<file path="src/hw/rtl/bidirectional_map_table_assert.svh">
// ----------------------------------------------------------------------------
// Bidirectional map table assertion macros
// Concurrent assertion wrappers, compiled out when NO_ASSERTIONS is defined.
// ----------------------------------------------------------------------------
`ifndef BIDIRECTIONAL_MAP_TABLE_ASSERT_SVH
`define BIDIRECTIONAL_MAP_TABLE_ASSERT_SVH

`ifndef NO_ASSERTIONS

// Property must hold at every rising clock edge outside reset
`define BMT_ASSERT(lbl, clk, rst_n, prop) \
  lbl: assert property (@(posedge clk) disable iff (!rst_n) (prop)) \
    else $error("bmt assertion failed");

// Expression must never be true outside reset
`define BMT_ASSERT_NEVER(lbl, clk, rst_n, expr) \
  lbl: assert property (@(posedge clk) disable iff (!rst_n) !(expr)) \
    else $error("bmt forbidden condition seen");

`else

`define BMT_ASSERT(lbl, clk, rst_n, prop)
`define BMT_ASSERT_NEVER(lbl, clk, rst_n, expr)

`endif

`endif

</file>
<file path="src/hw/rtl/bmt_pkg.sv">
// ----------------------------------------------------------------------------
// Bidirectional map table package
// Field widths, operation and status codes, and the request/response types.
// ----------------------------------------------------------------------------
`default_nettype none

package bmt_pkg;

  localparam int OpBits       = 3;
  localparam int KeyInBits    = 16;
  localparam int ValueInBits  = 16;
  localparam int StatusBits   = 2;

  localparam int EntriesDefault   = 16;
  localparam int KeyBitsDefault   = 16;
  localparam int ValueBitsDefault = 16;

  typedef enum logic [OpBits-1:0] {
    OP_INSERT       = 3'd0,
    OP_GET_KEY      = 3'd1,
    OP_GET_VALUE    = 3'd2,
    OP_REMOVE_KEY   = 3'd3,
    OP_REMOVE_VALUE = 3'd4
  } op_e;

  typedef enum logic [StatusBits-1:0] {
    ST_OK   = 2'd0,
    ST_MISS = 2'd1,
    ST_FULL = 2'd2
  } status_e;

  typedef struct packed {
    logic [OpBits-1:0]      op;
    logic [KeyInBits-1:0]   key;
    logic [ValueInBits-1:0] value;
  } req_t;

  typedef struct packed {
    status_e                status;
    logic [KeyInBits-1:0]   key;
    logic [ValueInBits-1:0] value;
  } rsp_t;

endpackage

`default_nettype wire

</file>
<file path="src/hw/rtl/bmt_if.sv">
// ----------------------------------------------------------------------------
// Bidirectional map table channels
// Request and response valid/ready interfaces with source and sink modports.
// ----------------------------------------------------------------------------
`default_nettype none

interface bmt_req_if;
  import bmt_pkg::*;

  logic                   valid;
  logic                   ready;
  logic [OpBits-1:0]      operation;
  logic [KeyInBits-1:0]   key_in;
  logic [ValueInBits-1:0] value_in;

  modport source (output valid, output operation, output key_in, output value_in,
                  input ready);
  modport sink   (input valid, input operation, input key_in, input value_in,
                  output ready);
endinterface

interface bmt_rsp_if;
  import bmt_pkg::*;

  logic                   valid;
  logic                   ready;
  logic [StatusBits-1:0]  status;
  logic [KeyInBits-1:0]   key_out;
  logic [ValueInBits-1:0] value_out;

  modport source (output valid, output status, output key_out, output value_out,
                  input ready);
  modport sink   (input valid, input status, input key_out, input value_out,
                  output ready);
endinterface

`default_nettype wire

</file>
<file path="src/hw/rtl/bmt_cam.sv">
// ----------------------------------------------------------------------------
// Bidirectional map table CAM
// Entry storage with parallel key and value match, slot allocation and update.
// ----------------------------------------------------------------------------
`default_nettype none

`include "bidirectional_map_table_assert.svh"

module bmt_cam #(
  parameter int ENTRIES    = bmt_pkg::EntriesDefault,
  parameter int KEY_BITS   = bmt_pkg::KeyBitsDefault,
  parameter int VALUE_BITS = bmt_pkg::ValueBitsDefault
) (
  input  wire logic          clk_i,
  input  wire logic          rst_ni,
  input  wire logic          en_i,
  input  wire bmt_pkg::req_t req_i,
  output bmt_pkg::rsp_t      rsp_o
);
  import bmt_pkg::*;

  logic [ENTRIES-1:0]    valid_q, valid_d;
  logic [KEY_BITS-1:0]   key_q   [ENTRIES];
  logic [VALUE_BITS-1:0] value_q [ENTRIES];

  logic [KEY_BITS-1:0]   req_key;
  logic [VALUE_BITS-1:0] req_value;
  logic [ENTRIES-1:0]    key_hit_raw, value_hit_raw;
  logic [ENTRIES-1:0]    key_hit, value_hit;
  logic [ENTRIES-1:0]    valid_freed, free_vec, slot;
  logic [ENTRIES-1:0]    sel;
  logic                  by_key;
  logic                  full;
  logic                  do_write;
  logic [KEY_BITS-1:0]   key_rd;
  logic [VALUE_BITS-1:0] value_rd;

  assign req_key   = KEY_BITS'(req_i.key);
  assign req_value = VALUE_BITS'(req_i.value);

  always_comb begin
    for (int i = 0; i < ENTRIES; i++) begin
      key_hit_raw[i]   = valid_q[i] && (key_q[i] == req_key);
      value_hit_raw[i] = valid_q[i] && (value_q[i] == req_value);
    end
  end

  // Keep the lowest match only: isolate the lowest set bit
  assign key_hit   = key_hit_raw & (~key_hit_raw + ENTRIES'(1));
  assign value_hit = value_hit_raw & (~value_hit_raw + ENTRIES'(1));

  // Insert frees both matches first, then takes the lowest free slot
  assign valid_freed = valid_q & ~key_hit & ~value_hit;
  assign free_vec    = ~valid_freed;
  assign slot        = free_vec & (~free_vec + ENTRIES'(1));
  assign full        = (free_vec == '0);

  assign by_key = (req_i.op == OP_GET_KEY) || (req_i.op == OP_REMOVE_KEY);
  assign sel    = by_key ? key_hit : value_hit;

  always_comb begin
    key_rd   = '0;
    value_rd = '0;
    for (int i = 0; i < ENTRIES; i++) begin
      key_rd   = key_rd | (key_q[i] & {KEY_BITS{sel[i]}});
      value_rd = value_rd | (value_q[i] & {VALUE_BITS{sel[i]}});
    end
  end

  always_comb begin
    valid_d  = valid_q;
    do_write = 1'b0;
    rsp_o    = '{status: ST_MISS, key: '0, value: '0};
    unique case (op_e'(req_i.op))
      OP_INSERT: begin
        if (full) begin
          rsp_o.status = ST_FULL;
        end else begin
          rsp_o.status = ST_OK;
          valid_d      = valid_freed | slot;
          do_write     = 1'b1;
        end
      end
      OP_GET_KEY, OP_GET_VALUE: begin
        if (sel != '0) begin
          rsp_o = '{status: ST_OK, key: KeyInBits'(key_rd), value: ValueInBits'(value_rd)};
        end
      end
      OP_REMOVE_KEY, OP_REMOVE_VALUE: begin
        if (sel != '0) begin
          rsp_o   = '{status: ST_OK, key: KeyInBits'(key_rd), value: ValueInBits'(value_rd)};
          valid_d = valid_q & ~sel;
        end
      end
      default: begin
        rsp_o = '{status: ST_MISS, key: '0, value: '0};
      end
    endcase
  end

  always_ff @(posedge clk_i or negedge rst_ni) begin
    if (!rst_ni) begin
      valid_q <= '0;
    end else if (en_i) begin
      valid_q <= valid_d;
    end
  end

  always_ff @(posedge clk_i) begin
    for (int i = 0; i < ENTRIES; i++) begin
      if (en_i && do_write && slot[i]) begin
        key_q[i]   <= req_key;
        value_q[i] <= req_value;
      end
    end
  end

  // Keys and values stay unique among valid entries
  `BMT_ASSERT(a_key_unique, clk_i, rst_ni, $onehot0(key_hit_raw))
  `BMT_ASSERT(a_value_unique, clk_i, rst_ni, $onehot0(value_hit_raw))
  `BMT_ASSERT(a_full_only_when_all_valid, clk_i, rst_ni,
              (en_i && rsp_o.status == ST_FULL) |-> (&valid_q))
  `BMT_ASSERT(a_full_leaves_table, clk_i, rst_ni,
              (en_i && rsp_o.status == ST_FULL) |=> $stable(valid_q))

endmodule

`default_nettype wire

</file>
<file path="src/hw/rtl/bidirectional_map_table.sv">
// ----------------------------------------------------------------------------
// Bidirectional map table
// One-to-one key/value table with insert, lookup and removal in both directions.
// ----------------------------------------------------------------------------
// Usage:
//   req_i carries operation, key_in and value_in; rsp_o returns status,
//   key_out and value_out, one response per request, in request order.
//   A request transfer lands in an input register; from there it goes
//   through the CAM match against all entries, and when it advances the
//   table updates and the response is captured in the output register.
//   Throughput: one request per cycle while the output is not stalled, set
//   by the parallel compare and update of all entries.
//   Stall: while rsp_o.ready is low with a response held, the input register
//   still fills once; then req_i.ready drops until the response transfers.
//   Reset: all entries become invalid at once, the table is empty, and no
//   clearing pass is needed; both registers are emptied.
// ----------------------------------------------------------------------------
`default_nettype none

module bidirectional_map_table #(
  parameter int ENTRIES    = bmt_pkg::EntriesDefault,
  parameter int KEY_BITS   = bmt_pkg::KeyBitsDefault,
  parameter int VALUE_BITS = bmt_pkg::ValueBitsDefault
) (
  input  wire logic  clk_i,
  input  wire logic  rst_ni,
  bmt_req_if.sink    req_i,
  bmt_rsp_if.source  rsp_o
);
  import bmt_pkg::*;

  logic in_valid_q;
  req_t req_q;
  logic out_valid_q;
  rsp_t rsp_q;
  rsp_t cam_rsp;
  logic advance;

  assign advance     = in_valid_q && (!out_valid_q || rsp_o.ready);
  assign req_i.ready = !in_valid_q || advance;

  always_ff @(posedge clk_i or negedge rst_ni) begin
    if (!rst_ni) begin
      in_valid_q <= 1'b0;
    end else if (req_i.ready) begin
      in_valid_q <= req_i.valid;
    end
  end

  always_ff @(posedge clk_i) begin
    if (req_i.valid && req_i.ready) begin
      req_q <= '{op: req_i.operation, key: req_i.key_in, value: req_i.value_in};
    end
  end

  bmt_cam #(
    .ENTRIES    (ENTRIES),
    .KEY_BITS   (KEY_BITS),
    .VALUE_BITS (VALUE_BITS)
  ) u_cam (
    .clk_i  (clk_i),
    .rst_ni (rst_ni),
    .en_i   (advance),
    .req_i  (req_q),
    .rsp_o  (cam_rsp)
  );

  // Hold the response until it transfers
  always_ff @(posedge clk_i or negedge rst_ni) begin
    if (!rst_ni) begin
      out_valid_q <= 1'b0;
    end else if (advance) begin
      out_valid_q <= 1'b1;
    end else if (rsp_o.ready) begin
      out_valid_q <= 1'b0;
    end
  end

  always_ff @(posedge clk_i) begin
    if (advance) begin
      rsp_q <= cam_rsp;
    end
  end

  assign rsp_o.valid     = out_valid_q;
  assign rsp_o.status    = rsp_q.status;
  assign rsp_o.key_out   = rsp_q.key;
  assign rsp_o.value_out = rsp_q.value;

endmodule

`default_nettype wire

</file>
<file path="src/flat_wrapper.sv">
// flat-port wrapper written by rule: the top's interface ports become plain ports
module bidirectional_map_table_flat import bmt_pkg::*;
#(
  parameter int ENTRIES    = bmt_pkg::EntriesDefault,
  parameter int KEY_BITS   = bmt_pkg::KeyBitsDefault,
  parameter int VALUE_BITS = bmt_pkg::ValueBitsDefault
)
  (clk_i, rst_ni, req_i_valid, req_i_operation, req_i_key_in, req_i_value_in, req_i_ready, rsp_o_valid, rsp_o_status, rsp_o_key_out, rsp_o_value_out, rsp_o_ready);
  bmt_req_if req_i_i ();
  bmt_rsp_if rsp_o_i ();
  input  wire logic clk_i;
  input  wire logic rst_ni;
  input wire logic [$bits(req_i_i.valid)-1:0] req_i_valid;
  input wire logic [$bits(req_i_i.operation)-1:0] req_i_operation;
  input wire logic [$bits(req_i_i.key_in)-1:0] req_i_key_in;
  input wire logic [$bits(req_i_i.value_in)-1:0] req_i_value_in;
  output wire logic [$bits(req_i_i.ready)-1:0] req_i_ready;
  output wire logic [$bits(rsp_o_i.valid)-1:0] rsp_o_valid;
  output wire logic [$bits(rsp_o_i.status)-1:0] rsp_o_status;
  output wire logic [$bits(rsp_o_i.key_out)-1:0] rsp_o_key_out;
  output wire logic [$bits(rsp_o_i.value_out)-1:0] rsp_o_value_out;
  input wire logic [$bits(rsp_o_i.ready)-1:0] rsp_o_ready;
  assign req_i_i.valid = req_i_valid;
  assign req_i_i.operation = req_i_operation;
  assign req_i_i.key_in = req_i_key_in;
  assign req_i_i.value_in = req_i_value_in;
  assign req_i_ready = req_i_i.ready;
  assign rsp_o_valid = rsp_o_i.valid;
  assign rsp_o_status = rsp_o_i.status;
  assign rsp_o_key_out = rsp_o_i.key_out;
  assign rsp_o_value_out = rsp_o_i.value_out;
  assign rsp_o_i.ready = rsp_o_ready;
  bidirectional_map_table #(.ENTRIES(ENTRIES), .KEY_BITS(KEY_BITS), .VALUE_BITS(VALUE_BITS)) u_core (.clk_i(clk_i), .rst_ni(rst_ni), .req_i(req_i_i), .rsp_o(rsp_o_i));
endmodule
</file>
<file path="config.mk">
export PLATFORM = sky130hd
export DESIGN_NAME = bidirectional_map_table_flat
export DESIGN_NICKNAME = d
export VERILOG_FILES = /design/src/hw/rtl/bmt_pkg.sv /design/src/hw/rtl/bmt_if.sv /design/src/hw/rtl/bmt_cam.sv /design/src/hw/rtl/bidirectional_map_table.sv /design/src/flat_wrapper.sv
export VERILOG_INCLUDE_DIRS = /design/src /design/src/hw/rtl
export SDC_FILE = /design/constraint.sdc
export NUM_CORES = 1
export LEC_CHECK = 0
export ABC_AREA = 1
export BUFFER_PORTS_ARGS = -buffer_cell sky130_fd_sc_hd__buf_2
export CAP_MARGIN = 40
export CORE_MARGIN = 3
export CORE_UTILIZATION = 40
export CTS_CLUSTER_DIAMETER = 200
export CTS_CLUSTER_SIZE = 28
export DETAILED_ROUTE_END_ITERATION = 8
export SYNTH_ARGS = -nofsm -noshare
export SYNTH_HDL_FRONTEND = slang
export SYNTH_SLANG_ARGS = --single-unit
</file>
<file path="constraint.sdc">
create_clock -name clk_i -period 13.56 [get_ports clk_i]
set_input_delay 2.034 -clock clk_i [delete_from_list [all_inputs] [get_ports clk_i]]
set_output_delay 2.034 -clock clk_i [all_outputs]
set_load 0.01 [all_outputs]
</file>
# Yosys cells after proc, flatten, opt, wreduce, memory -nomap -nowiden
# Memories as Yosys holds them, arrays and structs flattened.
# Cells that the tools add are included.
totals:
  wordCells: 356
  reg_bits: 87
  memories: 2
  out_inout_bits: 36
  in_bits: 39
  mem_bits_rw: 512
op_classes:
  eq_ne: 38
  bitwise_logic: 76
  reduce_logical: 95
  muxes: 133
  add_sub_neg: 3
mem_list:
  columns: ["memory", "depth", "width", "rd", "rd_ports_with_merged_regs", "wr", "line", "source"]
  rows:
  - ["u_core.u_cam.key_q", 16, 16, 16, 0, 1, "bmt_cam.sv:23", "logic [KEY_BITS-1:0] key_q [ENTRIES];"]
  - ["u_core.u_cam.value_q", 16, 16, 16, 0, 1, "bmt_cam.sv:24", "logic [VALUE_BITS-1:0] value_q [ENTRIES];"]
ops:
  columns: ["operator", "count"]
  rows:
  - ["16-bit AND", 38]
  - ["16-bit 2-to-1 mux", 33]
  - ["16-bit equality test", 32]
  - ["16-bit bitwise OR", 31]
  - ["16-bit OR reduction", 30]
  - ["4-bit 2-to-1 mux", 30]
  - ["16-bit NOT", 7]
  - ["1-bit 2-to-1 mux", 66]
  - ["1-bit logical AND", 51]
  - ["16-bit by 1-bit adder with 16-bit output, second input constant", 3]
  - ["33-bit 2-to-1 mux", 1]
  - ["16-bit case mux with 2 select lines", 1]
  - ["16-bit logical NOT", 1]
  - ["16-bit nonzero test", 1]
  - ["3-bit by 2-bit equality test with 1-bit output, second input constant", 2]
  - ["2-bit inequality test, second input constant", 2]
  - ["2-bit case mux with 2 select lines", 1]
  - ["4-bit AND reduction", 1]
  - ["2-bit nonzero test", 2]
  - ["4-bit OR reduction", 1]
  - ["3-bit by 1-bit equality test with 1-bit output, second input constant", 1]
  - ["3-bit equality test, second input constant", 1]
  - ["3-bit logical NOT", 1]
  - ["1-bit logical OR", 3]
  - ["other kinds (4)", 5]

# Logic depth before layout (Yosys ltp)
# Gate-level depths: netlist of run 1.
# An unclocked memory read counts as a cell.
depth:
  depth_word: 33
  mapped_depth: 24
  ltp_nobuf: 22

# Cells and area by module
# From an unflattened synthesis of run 1, not the netlist that was laid out.
hier_totals:
  cells_unflattened: 5076
  area_unflattened_um2: 37885.1
by_module_without_submodules:
  columns: ["module", "area_per_inst_um2", "n_inst", "seq_area_each_um2", "cells_each"]
  rows:
  - ["bmt_cam", 35718.0, 1, 15775.1, 4995]
  - ["bidirectional_map_table", 2167.1, 1, 2122.0, 81]

# Worst setup path before layout of run 1
# OpenSTA, ideal clock, no wires.
synth_timing:
  path_type: "in2reg"
  startpoint: "input port rsp_o_ready"
  endpoint: "memory u_core.u_cam.key_q[1][100] (netlist name) (enable)"
  slack_ns: 7.510
  arrival_ns: 5.549
  cell_stages: 6
  required_time_ns: 13.058
  cell_sequence: "inv_1 > nand2_1 > nand2_1 > nor2_1 > nand2_4 > nor4_1"
synth_via:
  elab_chain_cells: 22
synth_rtl:
  columns: ["element", "line", "source"]
  rows:
  - ["start, declared", "flat_wrapper.sv:22", "input wire logic [$bits(rsp_o_i.ready)-1:0] rsp_o_ready;"]
  - ["1-bit logical OR *", "bidirectional_map_table.sv:39", "assign advance = in_valid_q && (!out_valid_q || rsp_o.ready);"]
  - ["1-bit logical AND *", "bidirectional_map_table.sv:39", null]
  - ["1-bit logical AND *", "bmt_cam.sv:111", "if (en_i && do_write && slot[i]) begin"]
  - ["1-bit logical AND", "bmt_cam.sv:111", null]
  - ["1-bit 2-to-1 mux", "bmt_cam.sv:111", null]
  - ["1-bit 2-to-1 mux (not written as such)", "bmt_cam.sv:112", "key_q[i] <= req_key;"]
  - ["16-bit OR reduction (no source line)", null, null]
  - ["4-bit 2-to-1 mux (no source line) / 1-bit 2-to-1 mux (equally long branches) (15 in a row)", null, null]
  - ["end, declared", "bmt_cam.sv:23", null]
# Mark *: on every way between the ends. The rest lies on a longest branch, timed or not.

# Worst setup path in the final report of run 1
layout_timing:
  startpoint: "register u_core.req_q[19] (netlist name)"
  endpoint: "register u_core.rsp_q, in the netlist u_core.rsp_o.value_out[13], data pin"
layout_via:
  elab_chain_cells: 22
layout_rtl:
  columns: ["element", "line", "source"]
  rows:
  - ["start, declared", "bidirectional_map_table.sv:33", "req_t req_q;"]
  - ["start signal, assigned", "bidirectional_map_table.sv:52", "req_q <= '{op: req_i.operation, key: req_i.key_in, value: req_i.value_in};"]
  - ["16-bit equality test", "bmt_cam.sv:43", "key_hit_raw[i] = valid_q[i] && (key_q[i] == req_key);"]
  - ["1-bit logical AND", "bmt_cam.sv:43", null]
  - ["16-bit NOT", "bmt_cam.sv:49", "assign key_hit = key_hit_raw & (~key_hit_raw + ENTRIES'(1));"]
  - ["16-bit by 1-bit adder with 16-bit output", "bmt_cam.sv:49", null]
  - ["16-bit AND *", "bmt_cam.sv:49", null]
  - ["16-bit 2-to-1 mux *", "bmt_cam.sv:59", "assign sel = by_key ? key_hit : value_hit;"]
  - ["16-bit AND", "bmt_cam.sv:66", "value_rd = value_rd | (value_q[i] & {VALUE_BITS{sel[i]}});"]
  - ["16-bit bitwise OR (15 in a row)", "bmt_cam.sv:66", null]
  - ["end signal, assigned", "bidirectional_map_table.sv:81", "rsp_q <= cam_rsp;"]
  - ["end, declared", "bidirectional_map_table.sv:35", "rsp_t rsp_q;"]
# Marks and branches as above.
# A chain may end at the register's enable or synchronous reset.

==> metrics, run 1 <==
status finished clean; via count 34630; GP Congestion 1.017; pin count of the biggest net entering global routing 40; Power Total 3.998 mW; critical path class flip-flop to flip-flop; Layout Area Growth over Synthesis 6.437%; worst vdd ir 0.09083 mV; CTS tree yes; antenna violations before repair 1; setup ws final between 8 and 9 ns; CP required 13.94 ns; clock slew seen by the registers of the worst setup and hold paths 0.11 ns; vias per cell 5.618; RSZ-0062 raised after global routing false; Rel. slew slack 0.3764; DR pass1 iterations 8; HP Start u_core.rsp_o.valid; Port-buffer cells 74; gr ovfl total 0; Std-Cell Rows ~110; Multi-input gate area about 16000 um2; WL/cell 25.40 um; TritonCTS Sinks roughly 600; Max Cap Viol 0; final net count between 4000 and 5000; Hold Worst Slack 0.5551 ns; Fin Clk Skew 0.02527 ns; Finish-stage setup viols 0; setup tns final 0 ns; Synth cell types 56; Largest delay share family, worst path simple AND/OR/NAND/NOR gates; first-pass GRT wire length 223.8 mm; most frequent cell after synthesis nand2_1; CP max-delay cell edfxtp_1; DRC 0; GRT Resource Usage Total 0.3193; CTS-repair resized insts 0; Die X between 300 and 400 um; dpl cells 6119; Post-synth top cells 1808 x nand2_1, 693 x nor2_1, 581 x edfxtp_1; r2r endpoint u_core.rsp_o.value_out[13]; crit path launch type flip-flop; post-synthesis sequential area ratio 0.4828; Slew @ Worst Pin between 0.9 and 1 ns; top cells by area, synth edfxtp_1 47%, nand2_1 18%, nor2_1 7.0%; pre-CTS setup slack 8.478 ns; post-route ant nets 0; Slew Limit Fails 0; Post-Layout Inst Area 39450 um2; Mean Syn Cell Area 7.602 um2; crit path time final approximately 5.2 ns; DP Area between 30000 and 40000 um2; Mapped Cells 4876; H-tree Lvls 1; Final Hold Violating Endpoints 0; leak pwr 17.82 nW; EDFF count, synth between 500 and 600; clk root buf clkbuf_16; post-DP HPWL 112.0 mm; reg-to-reg startpoint u_core.req_q[19]; Post-CTS Hold Fix Bufs 0; highest clock rate between 0.15 and 0.2 GHz; Max clock buf depth 3; worst-path fanout max 23; Die H approximately 310 um; Worst Setup End Kind flip-flop; post-CTS setup-driven buffer insertion count 0; total wire length 156.6 mm; ant diodes 0; YS warnings 0; cell accounting for the most synthesized area edfxtp_1; worst path cell trace buf_4 > inv_2 > nand2_1 > nand2_1 > nor2_1 > nand2_1 > nor2_2 > nand3_2 > nand2_2 > nor2_4 > nand2_1 > nand2_1 > nand2_1 > inv_1 > nand2_1 > o2111ai_1 > nor2_1 > nand2_1 > nor2_1 > nor2_1; Die Area 96350 um2; vias in the first global route between 30000 and 40000; initial DRC count around 5000; Worst Reg-to-Reg Cells 20; worst hold path type flip-flop to flip-flop; arrival time worst endpoint between 5 and 6 ns; Top FF cell, synth edfxtp_1; fill count approximately 9500; power per standard cell area 101.3 nW/um2; core area 91800 um2; Reg area about 18000 um2; critical path endpoint u_core.rsp_o.value_out[13]; post-synthesis async set-or-reset flop share 0.03005; post-route insts no fill 6165; Synth top area share 0.4707; Post-Synthesis Cell Area 37070 um2; Starting Density 0.4038; layout cell share with drive strength beyond 1 0.06481; CP dominant cell by count nand2_1; CTS buffer count 25; critical path buffer and inverter count 3; setup slack, reg-to-reg 8.32 ns; Core Util, Final 0.4298; max incr delay on CP around 0.84 ns; Clock Latency Late Sink 0.65 ns; I/O Pins 75; register bit total from synthesis 599; Post-Syn Nets 4915; Worst path depth 20; crit path from u_core.req_q[19]; Final Cycle Share 0.3867
==> sequential cells by signal (all words and copies together), names as in the netlist <==
| name | count |
|---|---|
| u_core.u_cam.value_q | 256 |
| u_core.rsp_o.status | 2 |
| u_core.rsp_o.valid | 1 |
| u_core.rsp_o.value_out | 16 |
| u_core.u_cam.valid_q | 16 |
| u_core.req_q | 35 |
| u_core.rsp_o.key_out | 16 |
| u_core.in_valid_q | 1 |
| u_core.u_cam.key_q | 256 |
==> layout make-up <==
type	count	share of cell area
inverters	596	0.05721
clock inverters	2	0.0007294
well taps	1243	0.03942
repair buffers	141	0.02417
multi-input cells	3540	0.4072
flip-flops and latches	599	0.4536
clock buffers	44	0.01766
==> worst reg2reg max path, cell delays in order (launching register included) <==
cell and delay (ns):
edfxtp_1 0.84, buf_4 0.41, inv_2 0.31, nand2_1 0.13
nand2_1 0.06, nor2_1 0.08, nand2_1 0.08, nor2_2 0.17
nand3_2 0.16, nand2_2 0.18, nor2_4 0.09, nand2_1 0.10
nand2_1 0.06, nand2_1 0.51, inv_1 0.62, nand2_1 0.25
o2111ai_1 0.26, nor2_1 0.39, nand2_1 0.10, nor2_1 0.15
nor2_1 0.05
==> logic make-up (layout without fill, tap and decap cells) <==
family          count (synthesis)  after routing  synth area share
simple gates                 3085           3085            0.3494
buf+inv                       737            783           0.08624
flops                         599            599            0.4828
compound gates                354            354           0.05765
xor+xnor                      101            101           0.02387
==> placed cells by master (no fill, tap or decap), types with 5 or more instances in the layout <==
cell type	Yosys	routed
nor3_1	59	54
nor4_1	16	12
o21ai_0	83	83
nand3_2	15	15
o211ai_1	8	8
clkbuf_16	0	25
nand2_4	5	5
xor2_1	44	44
and3_1	8	8
a31oi_1	6	5
or2_2	25	25
nor2_4	5	6
nand3b_1	32	32
a22oi_1	5	5
dfrtp_1	18	18
o21ai_1	11	11
inv_4	8	8
o22ai_1	109	109
xnor2_1	57	57
inv_1	556	554
nor3b_1	19	16
nor2_2	18	18
nor3_2	0	5
inv_2	29	31
edfxtp_1	581	581
nand4_1	125	125
o2111ai_1	31	31
buf_2	52	74
a21oi_1	82	81
nand2_1	1808	1808
clkbuf_1	19	19
nand3_1	209	209
and2_1	12	12
buf_4	45	63
nand2_2	20	20
nor2_1	693	692
==> layer usage <==
metal  share of wire  GRT usage
met1            0.42     0.4430
met2            0.44     0.5020
met3           0.097    0.04955
met4           0.048     0.1265
met5               0          0
==> worst min-delay path by stage <==
stage	to	slack, ns	cells after the start
6_report	u_core.rsp_o.valid	0.56	2
3_3_place_gp	u_core.rsp_o.valid	0.51	2
2_1_floorplan	u_core.rsp_o.valid	0.48	2
3_5_place_dp	u_core.rsp_o.valid	0.52	2
4_1_cts	u_core.rsp_o.valid	0.55	2
5_1_grt	u_core.rsp_o.valid	0.58	2
==> power breakdown <==
group          switching, mW  internal [mW]  leakage (nW)  total, mW
clock network          0.626          0.360         0.345      0.986
logic                  0.619          0.212          12.0      0.831
registers             0.0843           2.10          5.49       2.18
No activity file was read; power rests on OpenSTA's default activity.
==> run 2, diff against run 1 <==
--- a/config.mk
+++ b/config.mk
@@ -6,7 +6,7 @@
 export SDC_FILE = /design/constraint.sdc
 export NUM_CORES = 1
 export LEC_CHECK = 0
-export ABC_AREA = 1
+export ABC_AREA = 0
 export BUFFER_PORTS_ARGS = -buffer_cell sky130_fd_sc_hd__buf_2
 export CAP_MARGIN = 40
 export CORE_MARGIN = 3
==> constraint.sdc (replaced) <==
create_clock -name clk_i -period 4.64 [get_ports clk_i]
set_input_delay 0.696 -clock clk_i [delete_from_list [all_inputs] [get_ports clk_i]]
set_output_delay 0.696 -clock clk_i [all_outputs]
set_load 0.01 [all_outputs]
==> run 2 against run 1 <==
Net effect: combinational power up 2%; clock power rose to 2.8 times the previous value; synthesized area shrank 24%; critical endpoint is now u_core.rsp_o.value_out[1]; highest routed layer is now met5.
==> metrics, run 2 <==
status finished clean; Sw Ratio 0.2352 (-0.09722); RSZ-0062 raised after global routing true; Mapped Cells 2075 (-57%); fill count 6138 (-35%); Combinational Power Share 0.088 (-0.120); initial DRC count 2382 (-51%); arrival time worst endpoint 4.95 ns (-0.68 ns); post-synthesis async set-or-reset flop share 0.03005 (unchanged); top cells by area, synth edfxtp_1 62%, xor2_1 8.4%, xnor2_1 7.4%; DP Area 31680 um2 (-18%); Layout Area Growth over Synthesis 15.09%; Worst Setup End Kind flip-flop; final net count 2316 (-53%); NetSw 2.274 mW (+71%); total internal power 7.394 mW (+180%); worst-path fanout max 9 (-61%); core area 69310 um2 (-25%); layout cell share with drive strength beyond 1 0.1747 (+0.1098); post-synthesis adder-cell area fraction 0.0003535 (+0.0003535); Port-buffer cells 74 (unchanged); Post-Layout Inst Area 32590 um2 (-17%); Reg power frac 0.630 (+0.085); leak pwr 10.53 nW (-41%); Max clock buf depth 3 (unchanged); GRT Resource Usage Total 0.2173 (-0.1019); area share of xor/xnor cells in the synthesized design 0.1584 (+0.1345); CTS buffer count 25 (unchanged); Std-Cell Rows 96 (-14%); DRC 0 (unchanged); vias per cell 5.812 (+3.5%); most common cell after layout, fill and taps aside edfxtp_1; CP required 4.98 ns (-8.96 ns); pin count of the biggest net entering global routing 35 (-13%); commonest cells after routing, fill and taps aside 581 x edfxtp_1, 273 x xor2_1, 239 x xnor2_1; Power Total 9.667 mW (+140%); Final Cycle Share 0.9939 (+0.6071); DR pass1 iterations 7 (-1); Fin Clk Skew 0.02531 ns (+0.00003570 ns); Post-Syn Nets 2114 (-57%); cell accounting for the most synthesized area edfxtp_1; Die H 272.1 um (-12%); most frequent cell after synthesis edfxtp_1; Max Cap Viol 0 (unchanged); Slew @ Worst Pin 0.6160 ns (-0.3136 ns); ant diodes 0 (unchanged); post-DP HPWL 59.43 mm (-47%); Die Area 74020 um2 (-23%); via count 18760 (-46%); register bit total from synthesis 599 (unchanged); pre-CTS setup slack 0.02879 ns (-8.449 ns); Starting Density 0.4086 (+0.004827); reg-to-reg startpoint u_core.req_q[3]; Post-Synthesis Cell Area 28320 um2 (-24%); Reg area 17900 um2 (unchanged); power per standard cell area 296.6 nW/um2 (+190%); Worst Reg-to-Reg Cells 13 (-35%); r2r endpoint u_core.rsp_o.value_out[1]; Finish-stage setup viols 0 (unchanged); setup ws final 0.02840 ns (-8.287 ns); Post-CTS Hold Fix Bufs 0 (unchanged); worst vdd ir 0.2379 mV (+160%); post-synthesis sequential area ratio 0.6320 (+0.1492); main combinational cell family by area after synthesis XOR/XNOR gates; TritonCTS Sinks 599 (unchanged); highest clock rate 0.2168 GHz (+14%); crit path launch type flip-flop; vias in the first global route 18450 (-43%); WL/cell 25.65 um (+0.97%); total wire length 82.77 mm (-47%); Synth Area in Simple Gates 0.09787 (-0.2515); first-pass GRT wire length 122.4 mm (-45%); EDFF count, synth 581 (unchanged); Synth top area share 0.6161 (+0.1454); I/O Pins 75 (unchanged); compound-cell area share of the yosys netlist 0.08435 (+0.02669); Slew Limit Fails 0 (unchanged); Hold Worst Slack 0.04431 ns (-0.5108 ns); gr ovfl total 0 (unchanged); Synth cell types 68 (+21%); Clock Latency Late Sink 0.61 ns (-0.04 ns); CTS tree yes; power share of the clock group 0.283 (+0.036); setup slack, reg-to-reg 0.03 ns (-8.29 ns); clock slew seen by the registers of the worst setup and hold paths 0.11 ns (about the same); post-synthesis mux area share 0.002518 (+0.002518); worst hold path type input pin to asynchronous set/reset pin; Post-synth top cells 581 x edfxtp_1, 273 x xor2_1, 239 x xnor2_1; crit path from u_core.req_q[3]; Die X 272.1 um (-12%); Multi-input gate area 10170 um2 (-37%); antenna violations before repair 1 (unchanged); GP Congestion 0.9096 (-11%); YS warnings 0 (unchanged); largest registers u_core.u_cam.key_q: 256 flops, u_core.u_cam.value_q: 256 flops, u_core.req_q: 35 flops; clk root buf clkbuf_16; Final Hold Violating Endpoints 0 (unchanged); Rel. slew slack 0.5836 (+0.2071); Top FF cell, synth edfxtp_1; critical path class flip-flop to flip-flop; Mean Syn Cell Area 13.65 um2 (+80%); H-tree Lvls 1 (unchanged); crit path time final 4.612 ns (-0.6327 ns); post-route ant nets 0 (unchanged)
-- run 2: cell count changes in the layout (fill, tap and decap cells not counted), moves of 58 or more --
| cell | change |
|---|---|
| nand2_1 | -1638 |
| xor2_1 | +229 |
| buf_4 | +109 |
| inv_1 | -542 |
| nor2_1 | -671 |
| o21ai_0 | -58 |
| o22ai_1 | -106 |
| nand3_1 | -173 |
| a21oi_1 | -73 |
| a22oi_1 | +92 |
| xnor2_1 | +182 |
| a221oi_1 | +59 |
-- run 2: worst max path at each step --
| stage | slack [ns] | cells past startpoint | to |
|---|---|---|---|
| 6_report | 0.03 | 13 | u_core.rsp_o.value_out[1] |
| 5_1_grt | -0.06 | 15 | u_core.u_cam.key_q[1][113] |
| 4_1_cts | 0.02 | 13 | u_core.u_cam.value_q[1][125] |
| 3_5_place_dp | 0.03 | 14 | u_core.u_cam.value_q[1][118] |
| 3_3_place_gp | -0.01 | 14 | u_core.u_cam.value_q[1][115] |
| 2_1_floorplan | -0.88 | 13 | u_core.u_cam.key_q[1][48] |
-- run 2: metal layers --
metal / GRT usage / vias up / share of wire
li1: - / 8335 / -
met1: 0.3224 / 9567 / 0.44
met2: 0.3548 / 792 / 0.47
met3: 0.02070 / 59 / 0.071
met4: 0.03318 / 2 / 0.013
met5: 0 / - / 0.00016
-- run 2: timing repair --
item,in CTS,in global routing
endpoints found under the setup margin,0,283
gates resized for setup,0,28
buffers inserted,0,5
-- run 2: final cells by class --
cell class,count,area share
sequential,599,0.5491
multi-input combinational,1341,0.3120
timing repair buffer,297,0.07935
tap,931,0.03574
clock buffer,44,0.02138
inverter,13,0.001497
clock inverter,2,0.0008830
-- run 2: kinds of logic (layout without fill, tap and decap cells) --
kind of cell	count (synthesis)	after routing
compound gates	304	304
xor+xnor	512	512
fa+ha+maj	1	1
buf+inv	135	356
flops	599	599
mux	7	7
simple gates	517	517
-- run 2: worst max-delay path, cell delays in order (launching register included) --
cell	delay [ns]
edfxtp_1	0.54
xnor2_1	0.25
nand4_1	0.22
or4_4	0.61
o22ai_4	0.29
buf_4	0.20
nand2b_1	0.13
o21ai_2	0.06
buf_4	0.20
buf_4	0.19
a222oi_1	0.56
nand4_1	0.31
a221oi_1	0.58
a31oi_1	0.19
-- run 2: stage by stage --
stage | utilization | cells | setup TNS [ns]
6_report | 0.4703 | 3227 | 0
5_1_grt | 0.4703 | 3227 | -2.021
4_1_cts | 0.4675 | 3222 | 0
3_5_place_dp | 0.4571 | 3176 | 0
3_3_place_gp | 0.4554 | 3168 | -0.1517
2_1_floorplan | - | 2075 | -81.65
-- run 2: power groups by stage --
stage	logic, mW	clock network [mW]	registers [mW]
detailed placement	0.832	0	6.21
finish	0.848	2.73	6.09
CTS	0.836	2.82	6.09
global placement	0.817	0	6.21
floorplan	0.480	0	6.22
global route	0.909	2.98	6.09
